===== src/hw/rtl/ptsd_sqrt.sv =====
// pipelined digit-by-digit floor square root, one result bit per stage
// standalone, no package needed
module ptsd_sqrt #(
    parameter int ARG_W  = 50,
    parameter int SIDE_W = 8
) (
    input  logic                  i_clk,
    input  logic                  i_rst_n,
    input  logic                  i_en,
    input  logic                  i_valid,
    input  logic [ARG_W-1:0]      i_arg,
    input  logic [SIDE_W-1:0]     i_side,
    output logic                  o_valid,
    output logic [ARG_W/2-1:0]    o_root,
    output logic [SIDE_W-1:0]     o_side
);
    localparam int RT_W  = ARG_W / 2;
    localparam int REM_W = RT_W + 2;

    logic [REM_W-1:0]  r_rem   [RT_W];
    logic [RT_W-1:0]   r_root  [RT_W];
    logic [ARG_W-1:0]  r_arg   [RT_W];
    logic [SIDE_W-1:0] r_side  [RT_W];
    logic              r_valid [RT_W];

    for (genvar j = 0; j < RT_W; j++) begin : g_stage
        logic [REM_W-1:0]  rem;
        logic [RT_W-1:0]   root;
        logic [ARG_W-1:0]  arg;
        logic [SIDE_W-1:0] side;
        logic              valid;
        logic [REM_W+1:0]  sh, trial, n_rem;
        logic              ge;

        if (j == 0) begin : g_first
            assign rem   = '0;
            assign root  = '0;
            assign arg   = i_arg;
            assign side  = i_side;
            assign valid = i_valid;
        end else begin : g_next
            assign rem   = r_rem[j-1];
            assign root  = r_root[j-1];
            assign arg   = r_arg[j-1];
            assign side  = r_side[j-1];
            assign valid = r_valid[j-1];
        end

        always_comb begin
            sh    = {rem, arg[ARG_W-1:ARG_W-2]};
            trial = {2'b00, root, 2'b01};
            ge    = sh >= trial;
            n_rem = ge ? sh - trial : sh;
        end

        always_ff @(posedge i_clk) begin
            if (!i_rst_n) begin
                r_valid[j] <= 1'b0;
            end else if (i_en) begin
                r_valid[j] <= valid;
            end
        end

        always_ff @(posedge i_clk) begin
            if (i_en) begin
                r_rem[j]  <= n_rem[REM_W-1:0];
                r_root[j] <= {root[RT_W-2:0], ge};
                r_arg[j]  <= arg << 2;
                r_side[j] <= side;
            end
        end
    end

    assign o_valid = r_valid[RT_W-1];
    assign o_root  = r_root[RT_W-1];
    assign o_side  = r_side[RT_W-1];

endmodule


===== config.mk =====
export PLATFORM = sky130hd
export DESIGN_NAME = ptsd_sqrt
export DESIGN_NICKNAME = d
export VERILOG_FILES = /design/src/hw/rtl/ptsd_sqrt.sv
export SDC_FILE = /design/constraint.sdc
export NUM_CORES = 2
export LEC_CHECK = 0
export ABC_AREA = 1
export BUFFER_PORTS_ARGS = -buffer_cell sky130_fd_sc_hd__buf_2
export CAP_MARGIN = 30
export CORE_ASPECT_RATIO = 2
export CORE_MARGIN = 3
export CORE_UTILIZATION = 55
export CTS_BUF_LIST = sky130_fd_sc_hd__clkbuf_16
export DETAILED_ROUTE_END_ITERATION = 8
export GPL_TIMING_DRIVEN = 1
export PLACE_DENSITY = 0.71
export REMOVE_ABC_BUFFERS = 1
export SYNTH_ARGS = -nofsm -noshare
export SYNTH_HDL_FRONTEND = slang
export SYNTH_SLANG_ARGS = --single-unit

===== constraint.sdc =====
create_clock -name i_clk -period 4 [get_ports i_clk]
set_clock_uncertainty 0.15 [all_clocks]
set_input_delay 0.8 -clock i_clk [delete_from_list [all_inputs] [get_ports i_clk]]
set_output_delay 0.8 -clock i_clk [all_outputs]
set_load 0.01 [all_outputs]

==> Yosys cells after proc, flatten, opt, wreduce, memory -nomap -nowiden <==
Memories as Yosys holds them, arrays and structs flattened.
Index checks and enable logic that the tools add are counted.
{ "word_totals": {"ff_bits": 0, "mem_bits_rw": 2725, "n_memories": 5, "in_bits": 62} }
{ "mem_list": {"columns": ["name", "depth", "word_bits", "rd", "rd_clocked_by_memory_dff", "write_ports", "line", "rtl"], "rows": [
  ["r_arg", 25, 48, 24, 0, 25, "22", "logic [ARG_W-1:0] r_arg [RT_W];"],
  ["r_rem", 25, 27, 24, 0, 25, "20", "logic [REM_W-1:0] r_rem [RT_W];"],
  ["r_root", 25, 25, 25, 0, 25, "21", "logic [RT_W-1:0] r_root [RT_W];"],
  ["r_side", 25, 8, 25, 0, 25, "23", "logic [SIDE_W-1:0] r_side [RT_W];"],
  ["r_valid", 25, 1, 25, 0, 25, "24", "logic r_valid [RT_W];"]
]} }
{ "classes": {"n_bitwise": 25, "muxes": 55, "n_lt_le_gt_ge": 25, "add_sub_neg": 25} }
{ "ops": {"columns": ["operator", "n"], "rows": [
  [">= comparator 29 x 27 -> 1 bit", 24],
  ["two-way mux 27 bit", 25],
  ["subtractor 27 bit", 24],
  ["two-way mux 1 bit", 30],
  ["bitwise OR 1 bit", 25],
  ["subtractor 2 x 1 -> 3 bit, second input constant", 1],
  [">= comparator 2 x 1 -> 1 bit, second input constant", 1]
]} }

==> Logic depth before layout (Yosys ltp) <==
{ "logic_depth": {"depth_word": 4, "mapped_depth": 16} }

==> Worst setup path before layout <==
No wires, ideal clock.
{ "synth_path": {"path_kind": "register to register", "start": "mem r_rem[0][112] (netlist bit)", "end": "mem r_rem[0][147] (netlist bit), data pin", "arrival_ps": 1742, "required_ps": 3589, "path_slack_ps": 1848, "path_stages_with_launch": 9, "path_cell_list": "edfxtp_1 -> ha_1 -> a21oi_2 -> nand2_1 -> nor2_1 -> nand3_2 -> nor2_4 -> buf_2 -> a21oi_1"} }
{ "synth_lines": {"columns": ["item", "line"], "rows": [
  ["start, declared", "20"]
]} }

==> flow_summary.ini <==
[timing]
relSlewSlack = 0.2785
rsz0062_at_grt = no
min_period_ps = 3187
worst_pin_slew_ps = 1082
tns_ps = 0
max_freq_mhz = 313.7
min_period_over_period = 0.7969
slew_viol_final = 0
finalHoldViolCount = 0
fin_hold_ws_ps = 53.44
setup_viol = 0

[worst_setup_path]
critical_path.max_fanout = 25
r2r_start = r_root[1][50]
critPathKind = reg -> reg
arrival_ps = 3550
endpoint_kind = flip-flop
worst_r2r_endpoint = r_rem[2][99]
r2r_slack_ps = 810
worstPathRequired_ps = 4360
crit_path_start_kind = flip-flop
reg2regPathDepth = 13

[logic_synthesis]
yosysTopAreaCell = edfxtp_1
yosys_warnings = 0
yosys.area.top_type_share = 0.5713
synth-seq-cells = 1761
ys_top_cells_by_area = edfxtp_1 57%, nand2_1 14%, inv_1 7.4%
syn_area_sq_um = 92510
synth_top_flop_cell = edfxtp_1
synthCells = 10243
synth_edf_count = 1760
synthArstFlopShare = 0
syn_area_per_cell_sq_um = 9.032
synth_cell_types = 52
ys_seq_area_frac = 0.5715

[clocking]
clk_pin_slew_ps = 70
cts-root-buf = clkbuf_16
cts_resized = 0
clockBufferDepth = 4
numCtsBuffers = 164
htreeDepth = 4
cts_sinks = 1761
clkLatencyLatePin_ps = 820
cts_tree = yes

[final_layout]
final_cells = 12771
drive_gt1_frac = 0.05560
area_growth_pct = 9.351
regArea_sq_um = 52870
final_util = 0.6063
final_cell_mix = 3573 x nand2_1, 1843 x inv_1, 1760 x edfxtp_1
final_common_cell = nand2_1
n_fill_cell = 14368
multi_input_area_sq_um = 31950
layout.nets = 10926

[routing]
ant_nets = 0
vias = 67952
wl_per_cell_um = 20.74
drc_errors = 0
vias_per_cell = 5.321
first_iter_violations = 4035
drtPass1Iterations = 8
wl_um = 264900

[floorplan]
io_pins = 96
die_h_um = 586.0
dieArea_sq_um = 173500
fp.coreArea_sq_um = 166800
start_util = 0.5545
placementRows = 212
die_w_um = 296.0

[power]
power.density_nw_per_um2 = 491.3
ir_worst_vdd_mv = 0.4175
power_mw = 49.71
leakage_nw = 46.40

[grt]
antenna_found_initial = 1
grt_overflow_total = 0
grtUsageTotal = 0.3066
grt_pass1_vias = 68854
grt_max_degree = 185
grt_pass1_wl_um = 395600

[worst_hold_path]
hp-class = in -> reg
min-delay-start = i_arg[28]
hold_end = r_arg[0][28]
min_path_cells = 1

[run_status]
status = finished, final reports clean

[place]
dp_hpwl_um = 208400
gp_congestion = 0.9874
placed_cells = 12433
io_buffers = 95

[run]
drv_cap = 0
synthesized netlist by cell type, types with 3 or more instances:
cell and instances:
buf_4 37, nor2_1 817, o21ai_1 35, ha_1 352, o21bai_1 5, and3_1 10, nor3_1 90, o211ai_1 4
nand3_1 566, xor2_1 196, o21ai_0 109, nor2_4 8, xnor2_1 56, inv_1 1817, inv_4 7, a21oi_1 266
inv_2 23, nand2_2 19, nand3b_1 87, buf_6 36, and2_1 22, nor3b_1 6, nor2_2 47, nand3_2 3
nand2_1 3573, a21boi_0 3, nor4_1 4, clkbuf_1 4, nand2_4 8, a21oi_2 67, nand4_1 151, edfxtp_1 1760
buf_2 5, or2_2 28
worst max-delay path: stages (launching register included):
cell,delay [ps]
edfxtp_1,380
inv_1,80
ha_1,440
o21ai_0,140
nand2_1,230
nand2_1,80
nand2_1,240
nand2_1,80
nand2_1,110
nand2_1,130
nand2_4,340
inv_4,230
nand2_1,110
nand2_1,150
area by class of cell:
type | instances | share of cell area
clock buffer | 166 | 0.04106
tap | 2140 | 0.02647
multi-input combinational | 6551 | 0.3158
timing repair buffer | 187 | 0.01459
sequential | 1761 | 0.5226
inverter | 1847 | 0.06870
clock inverter | 118 | 0.01071
antenna | 1 | 0.00002474
stage by stage:
step,setup WS (ps),cell area [sq um]
floorplan,1336,91770
global placement,877.0,95390
detailed placement,860.3,95390
CTS,855.3,101200
global route,675.5,101200
finish,812.5,101200
power breakdown:
group          switching (mW)  internal (mW)
logic                    6.91           3.16
registers                1.49           22.6
clock network            6.94           8.65
kinds of logic (layout without fill, tap and decap cells):
logic type                 count (synthesis)  count (layout)  share of synthesized area
AOI/OAI and AO/OA                        498             498                    0.03040
xor gates and xnor gates                 252             252                    0.02386
adders and majority gates                352             352                    0.04761
buffers and inverters                   1931            2318                    0.08316
DFF                                     1761            1761                     0.5715
other                                      1               2                 0.00004053
and+or+nand+nor                         5448            5448                     0.2434
registers in the layout, indices dropped and copies added, names as in the netlist:
signal,cells
r_valid,25
r_rem,611
r_side,200
r_root,325
r_arg,600
routing by layer:
metal	share of wire	wire length [um]	track usage	up-vias
met1	0.31	81820	0.2691	31705
met5	0	0	0	-
met2	0.55	144400	0.5916	1863
met4	0.11	29700	0.2809	0
li1	-	-	-	33391
met3	0.034	9009	0.03686	993
worst max path at each step:
stage	cells past startpoint	end	startpoint
3_5_place_dp	13	r_rem[2][200]	r_root[1][165]
2_1_floorplan	8	r_rem[1][82]	r_rem[1][64]
4_1_cts	13	r_rem[2][200]	r_root[1][165]
3_3_place_gp	13	r_rem[2][202]	r_root[1][165]
5_1_grt	13	r_rem[1][200]	r_root[0][362]
6_report	13	r_rem[2][99]	r_root[1][50]
timing repair:
action	CTS	global route
buffers inserted	0	0
hold buffers	53	0
hold endpoints to repair	53	0
(Power assumes the default switching activity.)
